--- src/tmn_pkg.sv ---
`timescale 1ns / 1ps
// ----------------------------------------------------------------------------
// tmn_pkg
// Shared types and codes of the ticket mutex node: the request and response
// transfer formats, message kinds, operation codes and the job descriptor
// that travels from the front end to the back end.
// ----------------------------------------------------------------------------
package tmn_pkg;

   localparam int MAX_PEERS_DEF   = 16;
   localparam int DEFER_DEPTH_DEF = 16;
   localparam int BCAST_CAP       = 16;

   // operation codes
   localparam logic [1:0] OP_REMOTE_REQ   = 2'd0;
   localparam logic [1:0] OP_REMOTE_REPLY = 2'd1;
   localparam logic [1:0] OP_LOCAL_REQ    = 2'd2;
   localparam logic [1:0] OP_LOCAL_REL    = 2'd3;

   // message kinds
   localparam logic [1:0] SEND_NONE    = 2'd0;
   localparam logic [1:0] SEND_REPLY   = 2'd1;
   localparam logic [1:0] SEND_REQUEST = 2'd2;
   localparam logic [1:0] SEND_NOTICE  = 2'd3;

   localparam logic signed [3:0] PRIO_NOTICE = -4'sd1;
   localparam logic signed [3:0] PRIO_READER = 4'sd5;
   localparam logic [2:0]        CLASS_READER = 3'd5;

   // configuration register indexes
   localparam int         CSR_IDX_W      = 1;
   localparam int         CSR_DATA_W     = 8;
   localparam logic [0:0] CSR_NODE_ID    = 1'b0;
   localparam logic [0:0] CSR_PEER_COUNT = 1'b1;

   typedef struct packed {
      logic [1:0]        operation;
      logic [7:0]        peer_id;
      logic [15:0]       ticket_in;
      logic signed [3:0] priority_in;
      logic [4:0]        class_mask;
   } req_type;

   typedef struct packed {
      logic [1:0]        send_kind;
      logic [7:0]        dest_peer;
      logic [15:0]       ticket_out;
      logic signed [3:0] priority_out;
      logic              granted;
      logic [2:0]        granted_class;
      logic              read_enabled;
      logic              defer_overflow;
      logic              last;
   } rsp_type;

   typedef enum logic [1:0] {
      JOB_ONE,
      JOB_GRANT,
      JOB_RUN
   } job_kind_type;

   // one unit of work for the back end
   typedef struct packed {
      job_kind_type      kind;
      logic [1:0]        send_kind;  // single item kind, or kind of the run
      logic [7:0]        dest;       // single item destination
      logic              ovf;        // single item overflow flag
      logic              from_mem;   // run destinations come from the defer store
      logic [4:0]        run_len;
      logic [15:0]       ticket;
      logic signed [3:0] prio;
      logic [2:0]        gclass;
      logic              rd_en;
   } job_type;

endpackage

--- src/tmn_ram.sv ---
`timescale 1ns / 1ps
// ----------------------------------------------------------------------------
// tmn_ram
// Generic single-write, single-read RAM with registered read data.
// ----------------------------------------------------------------------------
module tmn_ram #(
   parameter int WIDTH = 8,
   parameter int DEPTH = 16,
   localparam int AW = (DEPTH > 1) ? $clog2(DEPTH) : 1
) (
   input  logic             clock,
   input  logic             we,
   input  logic [AW-1:0]    waddr,
   input  logic [WIDTH-1:0] wdata,
   input  logic [AW-1:0]    raddr,
   output logic [WIDTH-1:0] rdata
);

   logic [WIDTH-1:0] mem_ff [DEPTH];
   logic [WIDTH-1:0] rdata_ff;

   always_ff @(posedge clock) begin
      if (we) begin
         mem_ff[waddr] <= wdata;
      end
      rdata_ff <= mem_ff[raddr];
   end

   assign rdata = rdata_ff;

endmodule

--- src/tmn_front.sv ---
`timescale 1ns / 1ps
// ----------------------------------------------------------------------------
// tmn_front
// Front end: holds the protocol state and configuration, classifies each
// accepted operation, updates state and hands a job to the back end.
// ----------------------------------------------------------------------------
module tmn_front #(
   parameter int PEER_CAP  = 16,
   parameter int DEFER_CAP = 16,
   localparam int AW = (DEFER_CAP > 1) ? $clog2(DEFER_CAP) : 1
) (
   input  logic                             clock,
   input  logic                             reset,
   input  logic                             accept,
   input  tmn_pkg::req_type                 req,
   input  logic                             csr_we,
   input  logic [tmn_pkg::CSR_IDX_W-1:0]    csr_index,
   input  logic [tmn_pkg::CSR_DATA_W-1:0]   csr_wdata,
   output logic                             push,
   output tmn_pkg::job_type                 job,
   output logic                             ram_we,
   output logic [AW-1:0]                    ram_waddr,
   output logic [7:0]                       ram_wdata
);

   localparam logic [4:0] PeerCapW  = 5'(PEER_CAP);
   localparam logic [4:0] DeferCapW = 5'(DEFER_CAP);

   logic [7:0]  node_id_ff;
   logic [4:0]  peer_count_ff;
   logic [15:0] own_ticket_ff, own_ticket_in;
   logic [15:0] highest_seen_ff, highest_seen_in;
   logic        wanting_ff, wanting_in;
   logic        in_section_ff, in_section_in;
   logic [4:0]  reply_tally_ff, reply_tally_in;
   logic [2:0]  own_class_ff, own_class_in;
   logic [4:0]  deferred_total_ff, deferred_total_in;
   logic        reader_flag_ff, reader_flag_in;

   logic [4:0]  eff_peers;
   logic [2:0]  pick_class;
   logic        defer_wr;

   assign eff_peers = (peer_count_ff > PeerCapW) ? PeerCapW : peer_count_ff;

   // lowest set bit of the mask is the highest waiting class
   always_comb begin
      pick_class = 3'd0;
      for (int i = 4; i >= 0; i--) begin
         if (req.class_mask[i]) begin
            pick_class = 3'(i + 1);
         end
      end
   end

   always_comb begin
      own_ticket_in     = own_ticket_ff;
      highest_seen_in   = highest_seen_ff;
      wanting_in        = wanting_ff;
      in_section_in     = in_section_ff;
      reply_tally_in    = reply_tally_ff;
      own_class_in      = own_class_ff;
      deferred_total_in = deferred_total_ff;
      reader_flag_in    = reader_flag_ff;
      defer_wr          = 1'b0;
      job               = '0;
      job.kind          = tmn_pkg::JOB_ONE;
      job.send_kind     = tmn_pkg::SEND_NONE;

      unique case (req.operation)
         tmn_pkg::OP_REMOTE_REQ: begin
            if (req.priority_in == tmn_pkg::PRIO_NOTICE) begin
               reader_flag_in = 1'b1;
            end else begin
               if (req.ticket_in > highest_seen_ff) begin
                  highest_seen_in = req.ticket_in;
               end
               if (req.priority_in != tmn_pkg::PRIO_READER) begin
                  reader_flag_in = 1'b0;
               end
               if (!in_section_ff && (!wanting_ff || req.ticket_in < own_ticket_ff ||
                   (req.ticket_in == own_ticket_ff && req.peer_id < node_id_ff))) begin
                  job.send_kind = tmn_pkg::SEND_REPLY;
                  job.dest      = req.peer_id;
               end else if (deferred_total_ff < DeferCapW) begin
                  defer_wr          = 1'b1;
                  deferred_total_in = deferred_total_ff + 5'd1;
               end else begin
                  job.ovf = 1'b1;
               end
            end
         end
         tmn_pkg::OP_REMOTE_REPLY: begin
            if (wanting_ff && !in_section_ff) begin
               reply_tally_in = (reply_tally_ff == 5'd31) ? reply_tally_ff
                                                          : reply_tally_ff + 5'd1;
               if (reply_tally_in >= eff_peers) begin
                  in_section_in = 1'b1;
                  job.kind      = tmn_pkg::JOB_GRANT;
                  job.send_kind = tmn_pkg::SEND_NOTICE;
                  job.ticket    = own_ticket_ff;
                  job.prio      = tmn_pkg::PRIO_NOTICE;
                  if (own_class_ff == tmn_pkg::CLASS_READER) begin
                     reader_flag_in = 1'b1;
                     job.run_len    = eff_peers;
                  end
               end
            end
         end
         tmn_pkg::OP_LOCAL_REQ: begin
            if (!wanting_ff && !in_section_ff && req.class_mask != 5'd0) begin
               own_class_in = pick_class;
               if (pick_class != tmn_pkg::CLASS_READER) begin
                  reader_flag_in = 1'b0;
               end
               wanting_in     = 1'b1;
               own_ticket_in  = (highest_seen_ff == 16'hFFFF) ? highest_seen_ff
                                                              : highest_seen_ff + 16'd1;
               reply_tally_in = 5'd0;
               job.ticket     = own_ticket_in;
               if (eff_peers != 5'd0) begin
                  job.kind      = tmn_pkg::JOB_RUN;
                  job.send_kind = tmn_pkg::SEND_REQUEST;
                  job.run_len   = eff_peers;
                  job.prio      = signed'({1'b0, pick_class});
               end else begin
                  // no peers: grant at once, notice run is empty
                  in_section_in = 1'b1;
                  job.kind      = tmn_pkg::JOB_GRANT;
                  job.send_kind = tmn_pkg::SEND_NOTICE;
                  job.prio      = tmn_pkg::PRIO_NOTICE;
                  if (pick_class == tmn_pkg::CLASS_READER) begin
                     reader_flag_in = 1'b1;
                  end
               end
            end
         end
         tmn_pkg::OP_LOCAL_REL: begin
            if (in_section_ff) begin
               in_section_in     = 1'b0;
               wanting_in        = 1'b0;
               reader_flag_in    = 1'b0;
               deferred_total_in = 5'd0;
               job.kind          = tmn_pkg::JOB_RUN;
               job.send_kind     = tmn_pkg::SEND_REPLY;
               job.from_mem      = 1'b1;
               job.run_len       = deferred_total_ff;
            end
         end
         default: ;
      endcase

      job.gclass = own_class_in;
      job.rd_en  = reader_flag_in;
   end

   assign push      = accept;
   assign ram_we    = accept & defer_wr;
   assign ram_waddr = deferred_total_ff[AW-1:0];
   assign ram_wdata = req.peer_id;

   always_ff @(posedge clock) begin
      if (reset) begin
         node_id_ff        <= '0;
         peer_count_ff     <= '0;
         own_ticket_ff     <= '0;
         highest_seen_ff   <= '0;
         wanting_ff        <= 1'b0;
         in_section_ff     <= 1'b0;
         reply_tally_ff    <= '0;
         own_class_ff      <= '0;
         deferred_total_ff <= '0;
         reader_flag_ff    <= 1'b0;
      end else begin
         if (csr_we) begin
            unique case (csr_index)
               tmn_pkg::CSR_NODE_ID:    node_id_ff    <= csr_wdata;
               tmn_pkg::CSR_PEER_COUNT: peer_count_ff <= csr_wdata[4:0];
               default: ;
            endcase
         end
         if (accept) begin
            own_ticket_ff     <= own_ticket_in;
            highest_seen_ff   <= highest_seen_in;
            wanting_ff        <= wanting_in;
            in_section_ff     <= in_section_in;
            reply_tally_ff    <= reply_tally_in;
            own_class_ff      <= own_class_in;
            deferred_total_ff <= deferred_total_in;
            reader_flag_ff    <= reader_flag_in;
         end
      end
   end

endmodule

--- src/tmn_queue.sv ---
`timescale 1ns / 1ps
// ----------------------------------------------------------------------------
// tmn_queue
// Two-entry job queue between the front end and the back end.
// ----------------------------------------------------------------------------
module tmn_queue (
   input  logic             clock,
   input  logic             reset,
   input  logic             push,
   input  tmn_pkg::job_type push_job,
   input  logic             pop,
   output logic             empty,
   output tmn_pkg::job_type head_job
);

   tmn_pkg::job_type slot_ff [2];
   logic             wr_ptr_ff, rd_ptr_ff;
   logic [1:0]       count_ff;

   logic do_push, do_pop;

   assign do_push  = push && (count_ff != 2'd2);
   assign do_pop   = pop && (count_ff != 2'd0);
   assign empty    = (count_ff == 2'd0);
   assign head_job = slot_ff[rd_ptr_ff];

   always_ff @(posedge clock) begin
      if (do_push) begin
         slot_ff[wr_ptr_ff] <= push_job;
      end
      if (reset) begin
         wr_ptr_ff <= 1'b0;
         rd_ptr_ff <= 1'b0;
         count_ff  <= 2'd0;
      end else begin
         if (do_push) begin
            wr_ptr_ff <= ~wr_ptr_ff;
         end
         if (do_pop) begin
            rd_ptr_ff <= ~rd_ptr_ff;
         end
         if (do_push && !do_pop) begin
            count_ff <= count_ff + 2'd1;
         end else if (do_pop && !do_push) begin
            count_ff <= count_ff - 2'd1;
         end
      end
   end

endmodule

--- src/tmn_back.sv ---
`timescale 1ns / 1ps
// ----------------------------------------------------------------------------
// tmn_back
// Back end: takes one job at a time from the queue and plays out its
// result items, one per cycle, reading deferred peers from the store.
// ----------------------------------------------------------------------------
module tmn_back #(
   parameter int DEFER_CAP = 16,
   localparam int AW = (DEFER_CAP > 1) ? $clog2(DEFER_CAP) : 1
) (
   input  logic             clock,
   input  logic             reset,
   input  logic             q_empty,
   input  tmn_pkg::job_type q_job,
   output logic             pop,
   output logic             active,
   output logic [AW-1:0]    ram_raddr,
   input  logic [7:0]       ram_rdata,
   output logic             rsp_valid,
   output tmn_pkg::rsp_type rsp_data
);

   typedef enum logic [1:0] {
      ST_IDLE,
      ST_FILL,
      ST_RUN
   } state_type;

   state_type        state_ff;
   tmn_pkg::job_type job_ff;
   logic [4:0]       cnt_ff;
   logic [AW-1:0]    rd_idx_ff;
   logic             rsp_valid_ff;
   tmn_pkg::rsp_type rsp_data_ff;

   function automatic tmn_pkg::rsp_type make_item(
      input logic [1:0]        kind,
      input logic [7:0]        dest,
      input logic [15:0]       ticket,
      input logic signed [3:0] prio,
      input logic              grant,
      input logic              ovf,
      input tmn_pkg::job_type  j,
      input logic              last
   );
      tmn_pkg::rsp_type r;
      r.send_kind      = kind;
      r.dest_peer      = dest;
      r.ticket_out     = ticket;
      r.priority_out   = prio;
      r.granted        = grant;
      r.granted_class  = j.gclass;
      r.read_enabled   = j.rd_en;
      r.defer_overflow = ovf;
      r.last           = last;
      return r;
   endfunction

   assign pop       = (state_ff == ST_IDLE) && !q_empty;
   assign active    = (state_ff != ST_IDLE);
   assign ram_raddr = rd_idx_ff;
   assign rsp_valid = rsp_valid_ff;
   assign rsp_data  = rsp_data_ff;

   always_ff @(posedge clock) begin
      if (reset) begin
         state_ff     <= ST_IDLE;
         rsp_valid_ff <= 1'b0;
         cnt_ff       <= '0;
         rd_idx_ff    <= '0;
      end else begin
         rsp_valid_ff <= 1'b0;
         unique case (state_ff)
            ST_IDLE: begin
               if (!q_empty) begin
                  job_ff    <= q_job;
                  cnt_ff    <= '0;
                  rd_idx_ff <= '0;
                  unique case (q_job.kind)
                     tmn_pkg::JOB_ONE: begin
                        rsp_valid_ff <= 1'b1;
                        rsp_data_ff  <= make_item(q_job.send_kind, q_job.dest, 16'd0,
                                                  4'sd0, 1'b0, q_job.ovf, q_job, 1'b1);
                     end
                     tmn_pkg::JOB_GRANT: begin
                        rsp_valid_ff <= 1'b1;
                        rsp_data_ff  <= make_item(tmn_pkg::SEND_NONE, 8'd0, 16'd0, 4'sd0,
                                                  1'b1, 1'b0, q_job,
                                                  q_job.run_len == 5'd0);
                        if (q_job.run_len != 5'd0) begin
                           state_ff <= ST_RUN;
                        end
                     end
                     tmn_pkg::JOB_RUN: begin
                        if (q_job.run_len == 5'd0) begin
                           // release with nothing deferred
                           rsp_valid_ff <= 1'b1;
                           rsp_data_ff  <= make_item(tmn_pkg::SEND_NONE, 8'd0, 16'd0,
                                                     4'sd0, 1'b0, 1'b0, q_job, 1'b1);
                        end else if (q_job.from_mem) begin
                           state_ff <= ST_FILL;
                        end else begin
                           state_ff <= ST_RUN;
                        end
                     end
                     default: ;
                  endcase
               end
            end
            ST_FILL: begin
               // first store read is in flight
               rd_idx_ff <= rd_idx_ff + AW'(1);
               state_ff  <= ST_RUN;
            end
            ST_RUN: begin
               rsp_valid_ff <= 1'b1;
               rsp_data_ff  <= make_item(job_ff.send_kind,
                                         job_ff.from_mem ? ram_rdata : 8'(cnt_ff),
                                         job_ff.ticket, job_ff.prio, 1'b0, 1'b0, job_ff,
                                         cnt_ff == job_ff.run_len - 5'd1);
               cnt_ff    <= cnt_ff + 5'd1;
               rd_idx_ff <= rd_idx_ff + AW'(1);
               if (cnt_ff == job_ff.run_len - 5'd1) begin
                  state_ff <= ST_IDLE;
               end
            end
            default: state_ff <= ST_IDLE;
         endcase
      end
   end

endmodule

--- src/ticket_mutex_node.sv ---
`timescale 1ns / 1ps
// ----------------------------------------------------------------------------
// ticket_mutex_node
// One node of a ticket-based distributed mutual exclusion scheme with five
// local priority classes, deferred replies and reader notices.
// ----------------------------------------------------------------------------
// Usage: raise start with an operation on req_data; it is taken at the edge
// where start is high and busy is low, and busy then stays high until the
// last result of that operation has been presented. Results come on rsp_data
// for one cycle each under rsp_valid, back to back, with last set on the
// final one; the receiver has no way to hold them off and must take every
// one. A one-message operation shows its result once it has passed through
// the job queue and the back end's output register, and busy is already low
// in that cycle. A request broadcast to n peers starts once the back end has
// entered its run state and then sends one message per cycle; a reader grant
// sends its n read notices right behind the grant item. A release that
// answers m deferred peers first passes through a fill state for the first
// read of the deferred store. The back end has a single message port.
// Configuration (csr_we, csr_index, csr_wdata) is written at the edge where
// csr_we is high and must only change while busy is low and no result
// is pending. No clearing pass is needed after reset.
// ----------------------------------------------------------------------------
module ticket_mutex_node #(
   parameter int MAX_PEERS   = tmn_pkg::MAX_PEERS_DEF,
   parameter int DEFER_DEPTH = tmn_pkg::DEFER_DEPTH_DEF
) (
   input  logic                            clock,
   input  logic                            reset,
   input  logic                            start,
   output logic                            busy,
   input  tmn_pkg::req_type                req_data,
   output logic                            rsp_valid,
   output tmn_pkg::rsp_type                rsp_data,
   input  logic                            csr_we,
   input  logic [tmn_pkg::CSR_IDX_W-1:0]   csr_index,
   input  logic [tmn_pkg::CSR_DATA_W-1:0]  csr_wdata
);

   // Broadcasts and the deferred store never exceed sixteen entries.
   localparam int PeerCap  = (MAX_PEERS < tmn_pkg::BCAST_CAP) ? MAX_PEERS
                                                              : tmn_pkg::BCAST_CAP;
   localparam int DeferCap = (DEFER_DEPTH < tmn_pkg::BCAST_CAP) ? DEFER_DEPTH
                                                                : tmn_pkg::BCAST_CAP;
   localparam int AW       = (DeferCap > 1) ? $clog2(DeferCap) : 1;

   logic             accept;
   logic             push;
   tmn_pkg::job_type push_job;
   logic             pop;
   logic             q_empty;
   tmn_pkg::job_type head_job;
   logic             back_active;
   logic             ram_we;
   logic [AW-1:0]    ram_waddr;
   logic [7:0]       ram_wdata;
   logic [AW-1:0]    ram_raddr;
   logic [7:0]       ram_rdata;

   // An operation is in flight from its transfer until the back end has
   // presented its last result.
   assign busy   = reset | ~q_empty | back_active;
   assign accept = start & ~busy;

   tmn_front #(
      .PEER_CAP  (PeerCap),
      .DEFER_CAP (DeferCap)
   ) u_front (
      .clock     (clock),
      .reset     (reset),
      .accept    (accept),
      .req       (req_data),
      .csr_we    (csr_we),
      .csr_index (csr_index),
      .csr_wdata (csr_wdata),
      .push      (push),
      .job       (push_job),
      .ram_we    (ram_we),
      .ram_waddr (ram_waddr),
      .ram_wdata (ram_wdata)
   );

   tmn_queue u_queue (
      .clock    (clock),
      .reset    (reset),
      .push     (push),
      .push_job (push_job),
      .pop      (pop),
      .empty    (q_empty),
      .head_job (head_job)
   );

   // deferred peer ids, written by the front end, drained on release
   tmn_ram #(
      .WIDTH (8),
      .DEPTH (DeferCap)
   ) u_defer_ram (
      .clock (clock),
      .we    (ram_we),
      .waddr (ram_waddr),
      .wdata (ram_wdata),
      .raddr (ram_raddr),
      .rdata (ram_rdata)
   );

   tmn_back #(
      .DEFER_CAP (DeferCap)
   ) u_back (
      .clock     (clock),
      .reset     (reset),
      .q_empty   (q_empty),
      .q_job     (head_job),
      .pop       (pop),
      .active    (back_active),
      .ram_raddr (ram_raddr),
      .ram_rdata (ram_rdata),
      .rsp_valid (rsp_valid),
      .rsp_data  (rsp_data)
   );

endmodule

--- config.mk ---
export PLATFORM = sky130hd
export DESIGN_NAME = ticket_mutex_node
export DESIGN_NICKNAME = d
export VERILOG_FILES = /design/src/tmn_pkg.sv /design/src/tmn_ram.sv /design/src/tmn_front.sv /design/src/tmn_queue.sv /design/src/tmn_back.sv /design/src/ticket_mutex_node.sv
export SDC_FILE = /design/constraint.sdc
export NUM_CORES = 1
export LEC_CHECK = 0
export BUFFER_PORTS_ARGS = -buffer_cell sky130_fd_sc_hd__buf_2
export CAP_MARGIN = 20
export CORE_ASPECT_RATIO = 1.2
export CORE_MARGIN = 3
export CORE_UTILIZATION = 50
export DETAILED_ROUTE_END_ITERATION = 16
export GPL_TIMING_DRIVEN = 0
export PLACE_DENSITY = 0.67
export SLEW_MARGIN = 20
export SYNTH_ARGS = -nofsm -noshare
export SYNTH_HDL_FRONTEND = slang
export SYNTH_SLANG_ARGS = --single-unit
--- constraint.sdc ---
create_clock -name clock -period 14.2 [get_ports clock]
set_clock_uncertainty 0.2 [all_clocks]
set_input_delay 2.84 -clock clock [delete_from_list [all_inputs] [get_ports clock]]
set_output_delay 2.84 -clock clock [all_outputs]
set_load 0.02 [all_outputs]
==> summary.md, run 1 <==
| Metric | Value |
|---|---|
| Top Usage Layer GRT | met2 |
| Diode count | 0 |
| Crit share post-route | 52.3% |
| M1 GR Usage | 29.7% |
| Ys flop type | edfxtp_1 |
| Vias in the first global route | 9855 |
| Max_cap viols | 0 |
| RR Endpoint | u_back.rsp_data[16] |
| HP Class | reg -> reg |
| Sequential area share after synthesis | 62.7% |
| Achievable Freq | 135 MHz |
| Initial DRC count | 846 |
| Number of buffers created by CTS | 38 |
| Final Core Density | 59.1% |
| Final Setup Violations | 0 |
| First-pass DRT Iterations | 5 |
| Pre-CTS WS | 6.79 ns |
| First-pass GRT wire length | 54900 µm |
| Area after DPL | 17400 µm² |
| Final instance area | 18800 µm² |
| H-tree depth | 2 |
| Layout overhead on the synthesized area | 15.0% |
| Worst-Skew Late Latency | 0.54 ns |
| Leak Pwr | 6.49 nW |
| Nets | 1468 |
| Ys Warns | 0 |
| Crit start category | input port |
| Hold path depth | 2 |
| Ys async rst share | 0% |
| Maximum clock insertion buffer count | 3 |
| WL per Instance | 19.7 µm |
| Vias per cell | 5.67 |
| Share of cells above drive strength 1 | 19.1% |
| PwrDens | 155 nW/µm² |
| Die H | 204 µm |
| Hold Crit Start | u_front.own_ticket_ff[15] |
| Hold EP | u_front.own_ticket_ff[15] |
| CTS clk-pin slew, worst paths | 0.06 ns |
| Avg Inst Size Synth | 13.4 µm² |
| DRC Markers | 0 |
| Slew Viols, Final | 0 |
| Clock Sinks | 369 |
| Die width | 171 µm |
| Commonest cells after routing, fill and taps aside | edfxtp_1, nor2_1, buf_2 |
| Post-cts repair resize count | 0 |
| Initial Util | 51.4% |
| Total track usage | 20.4% |
| Die area | 34800 µm² |
| Routed vias | 10100 |
| FP Rows | 71 |
| Synthesized cell area | 16300 µm² |
| Core box area | 31700 µm² |
| Grt met2 use | 32.2% |
| Mux cell area share after synthesis | 10.4% |
| Total gr overflow | 0 |
| Slew margin rel. | 34.9% |
| Routed Antenna Nets | 0 |
| Library cells used by synthesis | 62 |
| Post-Syn Instances | 1218 |
| CP Class | in -> out |
| Status | complete, no violations |
| CP arrival | 4.38 ns |
| Fin Setup TNS | 0 ns |
| Crit path max fanout | 10 |
| Worst Path Required | 11.16 ns |
| Post-Synth XOR/XNOR Area | 1.56% |
| Total power | 2.90 mW |
| Synth Area in Simple Gates | 10.7% |
| Number of hold buffers added after CTS | 0 |
| Hpwl dp | 25400 µm |
| Synth Area in Adders | 4.99% |
| FF+latch count, synth | 369 |
| Port Buffers | 85 |
| Largest family of logic cells by synthesized area | simple AND/OR/NAND/NOR gates |
| Net Count, Synth | 1331 |
| Measured slew at the worst slew-check pin | 0.976 ns |
| TritonCTS clock tree | done |
| Unrepaired setup endpoints after global routing | false |
| Worst setup margin | 6.78 ns |
| IR drop worst, VDD | 0.0977 mV |
| Largest net degree at the start of global routing | 29 |
| Setup repair bufs after CTS | 0 |
| # IOs | 87 |
| Tmin final | 7.42 ns |
| Clock root buffer | clkbuf_16 |
| Final WL | 35200 µm |
| GP Congestion | 0.854 |
| Initial antenna violation count | 0 |
| Final Hold Fails | 0 |
| Post-synth EDFFs | 283 |
| M3 GR Usage | 3.20% |
| Crit path capture type | primary output |
| Synth Area in Compound Gates | 7.00% |
| Leading cell type in the layout, fill and taps excluded | edfxtp_1 |
| R2R cell count | 11 |
| R2r setup slk | 10.24 ns |
## sequential cells by signal (all words and copies together) (netlist names), 8 cells and up, named ones only
| register | cells |
|---|---|
| u_front.highest_seen_ff | 16 |
| u_front.own_ticket_ff | 16 |
| u_back.rsp_data | 37 |
| u_queue.slot_ff | 86 |
| u_back.job_ff | 32 |
| u_front.node_id_ff | 8 |
| u_defer_ram.mem_ff | 128 |
| u_defer_ram.rdata | 8 |
## stage by stage
stage          hold WS [ns]  cells
2_1_floorplan         0.250   1218
4_1_cts               0.277   1785
6_report              0.287   1785
3_5_place_dp          0.269   1716
5_1_grt               0.305   1785
3_3_place_gp          0.255   1704
## cell families after synthesis
kind of cell    after synthesis
buf+inv                     113
mux                         113
flops                       369
simple gates                348
xor+xnor                     29
fa+ha+maj                    65
compound gates              181
## area by class of cell
cell class / instances / area (µm²)
Tap cell: 401 / 502
Clock inverter: 21 / 274
Sequential cell: 369 / 10200
Timing Repair Buffer: 97 / 592
Inverter: 60 / 225
Multi-Input combinational cell: 736 / 5690
Fill cell: 2510 / 13000
Buffer: 53 / 205
Clock buffer: 48 / 1040
## cells in the mapped netlist, drive strengths merged (10+ instances only)
library cell	count	area share, %
nor2	106	2.4
ha	65	5.0
nor3	14	0.43
o21ai	41	1.3
nand3	29	0.89
nand4	18	0.73
a22oi	11	0.51
dfxtp	86	11
buf	10	0.27
and2	41	1.6
nand2	65	1.5
edfxtp	283	52
nor2b	17	0.65
mux2i	23	1.4
inv	59	1.4
xor2	13	0.70
clkbuf	43	0.99
xnor2	16	0.86
a21oi	59	1.8
mux2	50	3.5
mux4	40	5.5
a211oi	14	0.64
nand2b	24	0.92
## per-layer routing
layer | vias to the layer above | routed length (µm)
met2 | 302 | 16400
met3 | 54 | 2010
met5 | - | 0
li1 | 4817 | -
met1 | 4942 | 16000
met4 | 0 | 779
## worst max-delay path, stage by stage
cell,delay (ns)
clkbuf_1,0.49
clkbuf_1,0.64
or2_2,0.24
buf_2,0.16
## how the worst max path moves through the flow
stage          startpoint                   to  slack [ns]
6_report            reset                 busy        6.78
5_1_grt             reset                 busy        6.77
4_1_cts             reset                 busy        6.79
3_3_place_gp        reset  u_back.rsp_data[16]        6.11
2_1_floorplan       reset                 busy        7.63
3_5_place_dp        reset                 busy        6.79
## power breakdown
group          total [mW]  internal, mW  switching, mW
Clock                1.04         0.631          0.405
Sequential           1.32          1.29         0.0319
Combinational       0.549         0.219          0.330
Total                2.90          2.14          0.767
Note: power is estimated with default switching activity, not from simulation.
==> inputs of run 2 (changes only) <==
ABC_AREA = 1   (was default)
clock period = 7.2 ns   (was 14.2 ns; I/O delays follow)
==> summary.md, run 2 <==
| Metric | Value |
|---|---|
| Layout filler cell count | 2746 |
| HP Class | reg -> reg |
| Status | complete, no violations |
| Largest family of logic cells by synthesized area | simple AND/OR/NAND/NOR gates |
| Vias in the first global route | 11600 |
| Leak Pwr | 7.10 nW |
| Top cells by area, synth | edfxtp_1, dfxtp_1, nand2_1 |
| Initial DRC count | 896 |
| Yosys top cell by area | edfxtp_1 |
| Leading cell type in the layout, fill and taps excluded | nand2_1 |
| DRC Markers | 0 |
| Share of cells above drive strength 1 | 11.7% |
| Final Core Density | 58.2% |
| Synth Area in Simple Gates | 14.9% |
| Routed Antenna Nets | 0 |
| Most common cell in the netlist | nand2_1 |
| Sequential area share after synthesis | 61.6% |
| Post-synth EDFFs | 283 |
| Slew margin rel. | 36.5% |
| Logic pwr share | 22.8% |
| CTS clk-pin slew, worst paths | 0.06 ns |
| Top reg by flops | u_defer_ram.mem_ff |
| Reg area | 10200 µm² |
| Crit share post-route | 58.7% |
| Ys Warns | 0 |
| Number of hold buffers added after CTS | 0 |
| GP Congestion | 0.879 |
| CP endpoint | u_defer_ram.mem_ff[5][3] |
| Pre-CTS WS | 2.45 ns |
| Final Hold Fails | 0 |
| First-pass GRT wire length | 62400 µm |
| Achievable Freq | 236 MHz |
| First-pass DRT Iterations | 5 |
| Commonest cells after routing, fill and taps aside | nand2_1, edfxtp_1, nor2_1 |
| Synth Area in Compound Gates | 10.4% |
| Synth Area in Adders | 4.91% |
| Core box area | 32400 µm² |
| Measured slew at the worst slew-check pin | 0.948 ns |
| PwrDens | 315 nW/µm² |
| Number of buffers created by CTS | 37 |
| Clock Sinks | 369 |
| Worst-Skew Late Latency | 0.54 ns |
| Die H | 205 µm |
| CP Class | in -> reg |
| Initial antenna violation count | 0 |
| Initial Util | 51.1% |
| Switching power | 1.83 mW |
| Net Count, Synth | 1710 |
| RR Endpoint | u_queue.slot_ff[0][27] |
| Library cells used by synthesis | 49 |
| # IOs | 87 |
| Die area | 35400 µm² |
| Synthesized cell area | 16600 µm² |
| R2R cell count | 14 |
| Post-Syn Instances | 1597 |
| Post-synth top area share | 51.3% |
| Diode count | 0 |
| H-tree depth | 2 |
| Max reg flops | 128 |
| CP arrival | 4.19 ns |
| Slew Viols, Final | 0 |
| Layout overhead on the synthesized area | 13.9% |
| Fin Setup TNS | 0 ns |
| WL per Instance | 18.7 µm |
| Clk pwr share | 32.7% |
| Ys flop type | edfxtp_1 |
| Placed cells | 2095 |
| Total gr overflow | 0 |
| Largest net degree at the start of global routing | 29 |
| Net Sw Frac | 30.8% |
| Setup repair bufs after CTS | 0 |
| R2r setup slk | 3.45 ns |
| Port Buffers | 86 |
| Ys async rst share | 0% |
| Multi-input gate area | 5490 µm² |
| Reg power frac | 44.6% |
| Mux cell area share after synthesis | 1.52% |
| Die width | 172 µm |
| IR drop worst, VDD | 0.164 mV |
| Internal | 4.11 mW |
| TritonCTS clock tree | done |
| Crit path capture type | register |
| Critical Path Start | req_data[30] |
| Tmin final | 4.23 ns |
| Post-route insts no fill | 2163 |
| Max_cap viols | 0 |
| Clock root buffer | clkbuf_16 |
| Crit start category | input port |
| R2R Path Start | u_front.reply_tally_ff[0] |
| Worst setup margin | 2.97 ns |
| Most frequent cells after synthesis | nand2_1, edfxtp_1, nor2_1 |
| Maximum clock insertion buffer count | 3 |
| Worst Path Required | 7.16 ns |
| Hpwl dp | 28900 µm |
| Total track usage | 22.9% |
| Unrepaired setup endpoints after global routing | false |
| FF+latch count, synth | 369 |
| Post-cts repair resize count | 0 |
| FP Rows | 72 |
| Final WL | 40400 µm |
| Hold WS | 0.258 ns |
| Final Setup Violations | 0 |
| Vias per cell | 5.53 |
| Routed vias | 12000 |
| Nets | 1840 |
| Crit path max fanout | 18 |
| Avg Inst Size Synth | 10.4 µm² |
| Post-Synth XOR/XNOR Area | 1.21% |
==> run 2: cell type report <==
type / count / share of cell area (%)
repair buffers: 91 / 2.78
inverters: 172 / 3.42
clock inverters: 20 / 0.934
plain buffers: 62 / 1.38
flip-flops and latches: 369 / 54.1
multi-input cells: 994 / 29.1
well taps: 407 / 2.70
clock buffers: 48 / 5.56
==> run 2: kinds of logic (layout without fill, tap and decap cells) <==
kind of cell,Yosys count,in the layout
simple gates,588,588
flops,369,369
compound gates,294,294
buf+inv,234,393
fa+ha+maj,65,65
mux,25,25
xor+xnor,22,22
==> run 2: metal layers <==
layer,wire [µm],track usage [%],vias to the layer above
met4,1050,7.19,0
met2,20000,39.4,416
met5,0,0,-
li1,-,-,5761
met3,2470,2.96,72
met1,16800,30.2,5715
==> run 2: power by group through the flow <==
| stage | clock (mW) | sequential [mW] | combinational [mW] |
|---|---|---|---|
| after floorplan | 0 | 2.77 | 0.795 |
| after global placement | 0 | 2.71 | 1.27 |
| after detailed placement | 0 | 2.70 | 1.36 |
| after CTS | 1.97 | 2.65 | 1.36 |
| after global routing | 2.04 | 2.67 | 1.51 |
| final | 1.94 | 2.65 | 1.35 |
==> run 2: how the worst min path moves through the flow <==
stage	to	cells after the start	slack [ns]	startpoint
after floorplan	register	1	0.23	u_queue.rd_ptr_ff
after CTS	u_queue.rd_ptr_ff	1	0.26	u_queue.rd_ptr_ff
after global routing	u_front.node_id_ff[5]	2	0.28	u_front.node_id_ff[5]
after global placement	u_queue.rd_ptr_ff	1	0.24	u_queue.rd_ptr_ff
final	u_queue.rd_ptr_ff	1	0.26	u_queue.rd_ptr_ff
after detailed placement	u_queue.rd_ptr_ff	1	0.25	u_queue.rd_ptr_ff
==> run 2: critical path, stage by stage <==
cell and delay [ns]:
buf_2 0.24, ha_1 0.36, nand2_1 0.05, nand2_1 0.06, nand2_1 0.05, nand3_1 0.13, nor3_1 0.07, nand2_1 0.07
nand3_2 0.11, nand2_2 0.23, nand3_2 0.12, nor3_2 0.35, nand2_2 0.16, nor2_1 0.75
==> run 2: through the flow <==
stage                     area (µm²)  power, mW
after floorplan                16600       3.56
after global placement         17500       3.98
after detailed placement       17700       4.05
after CTS                      18900       5.98
after global routing           18900       6.22
final                          18900       5.94
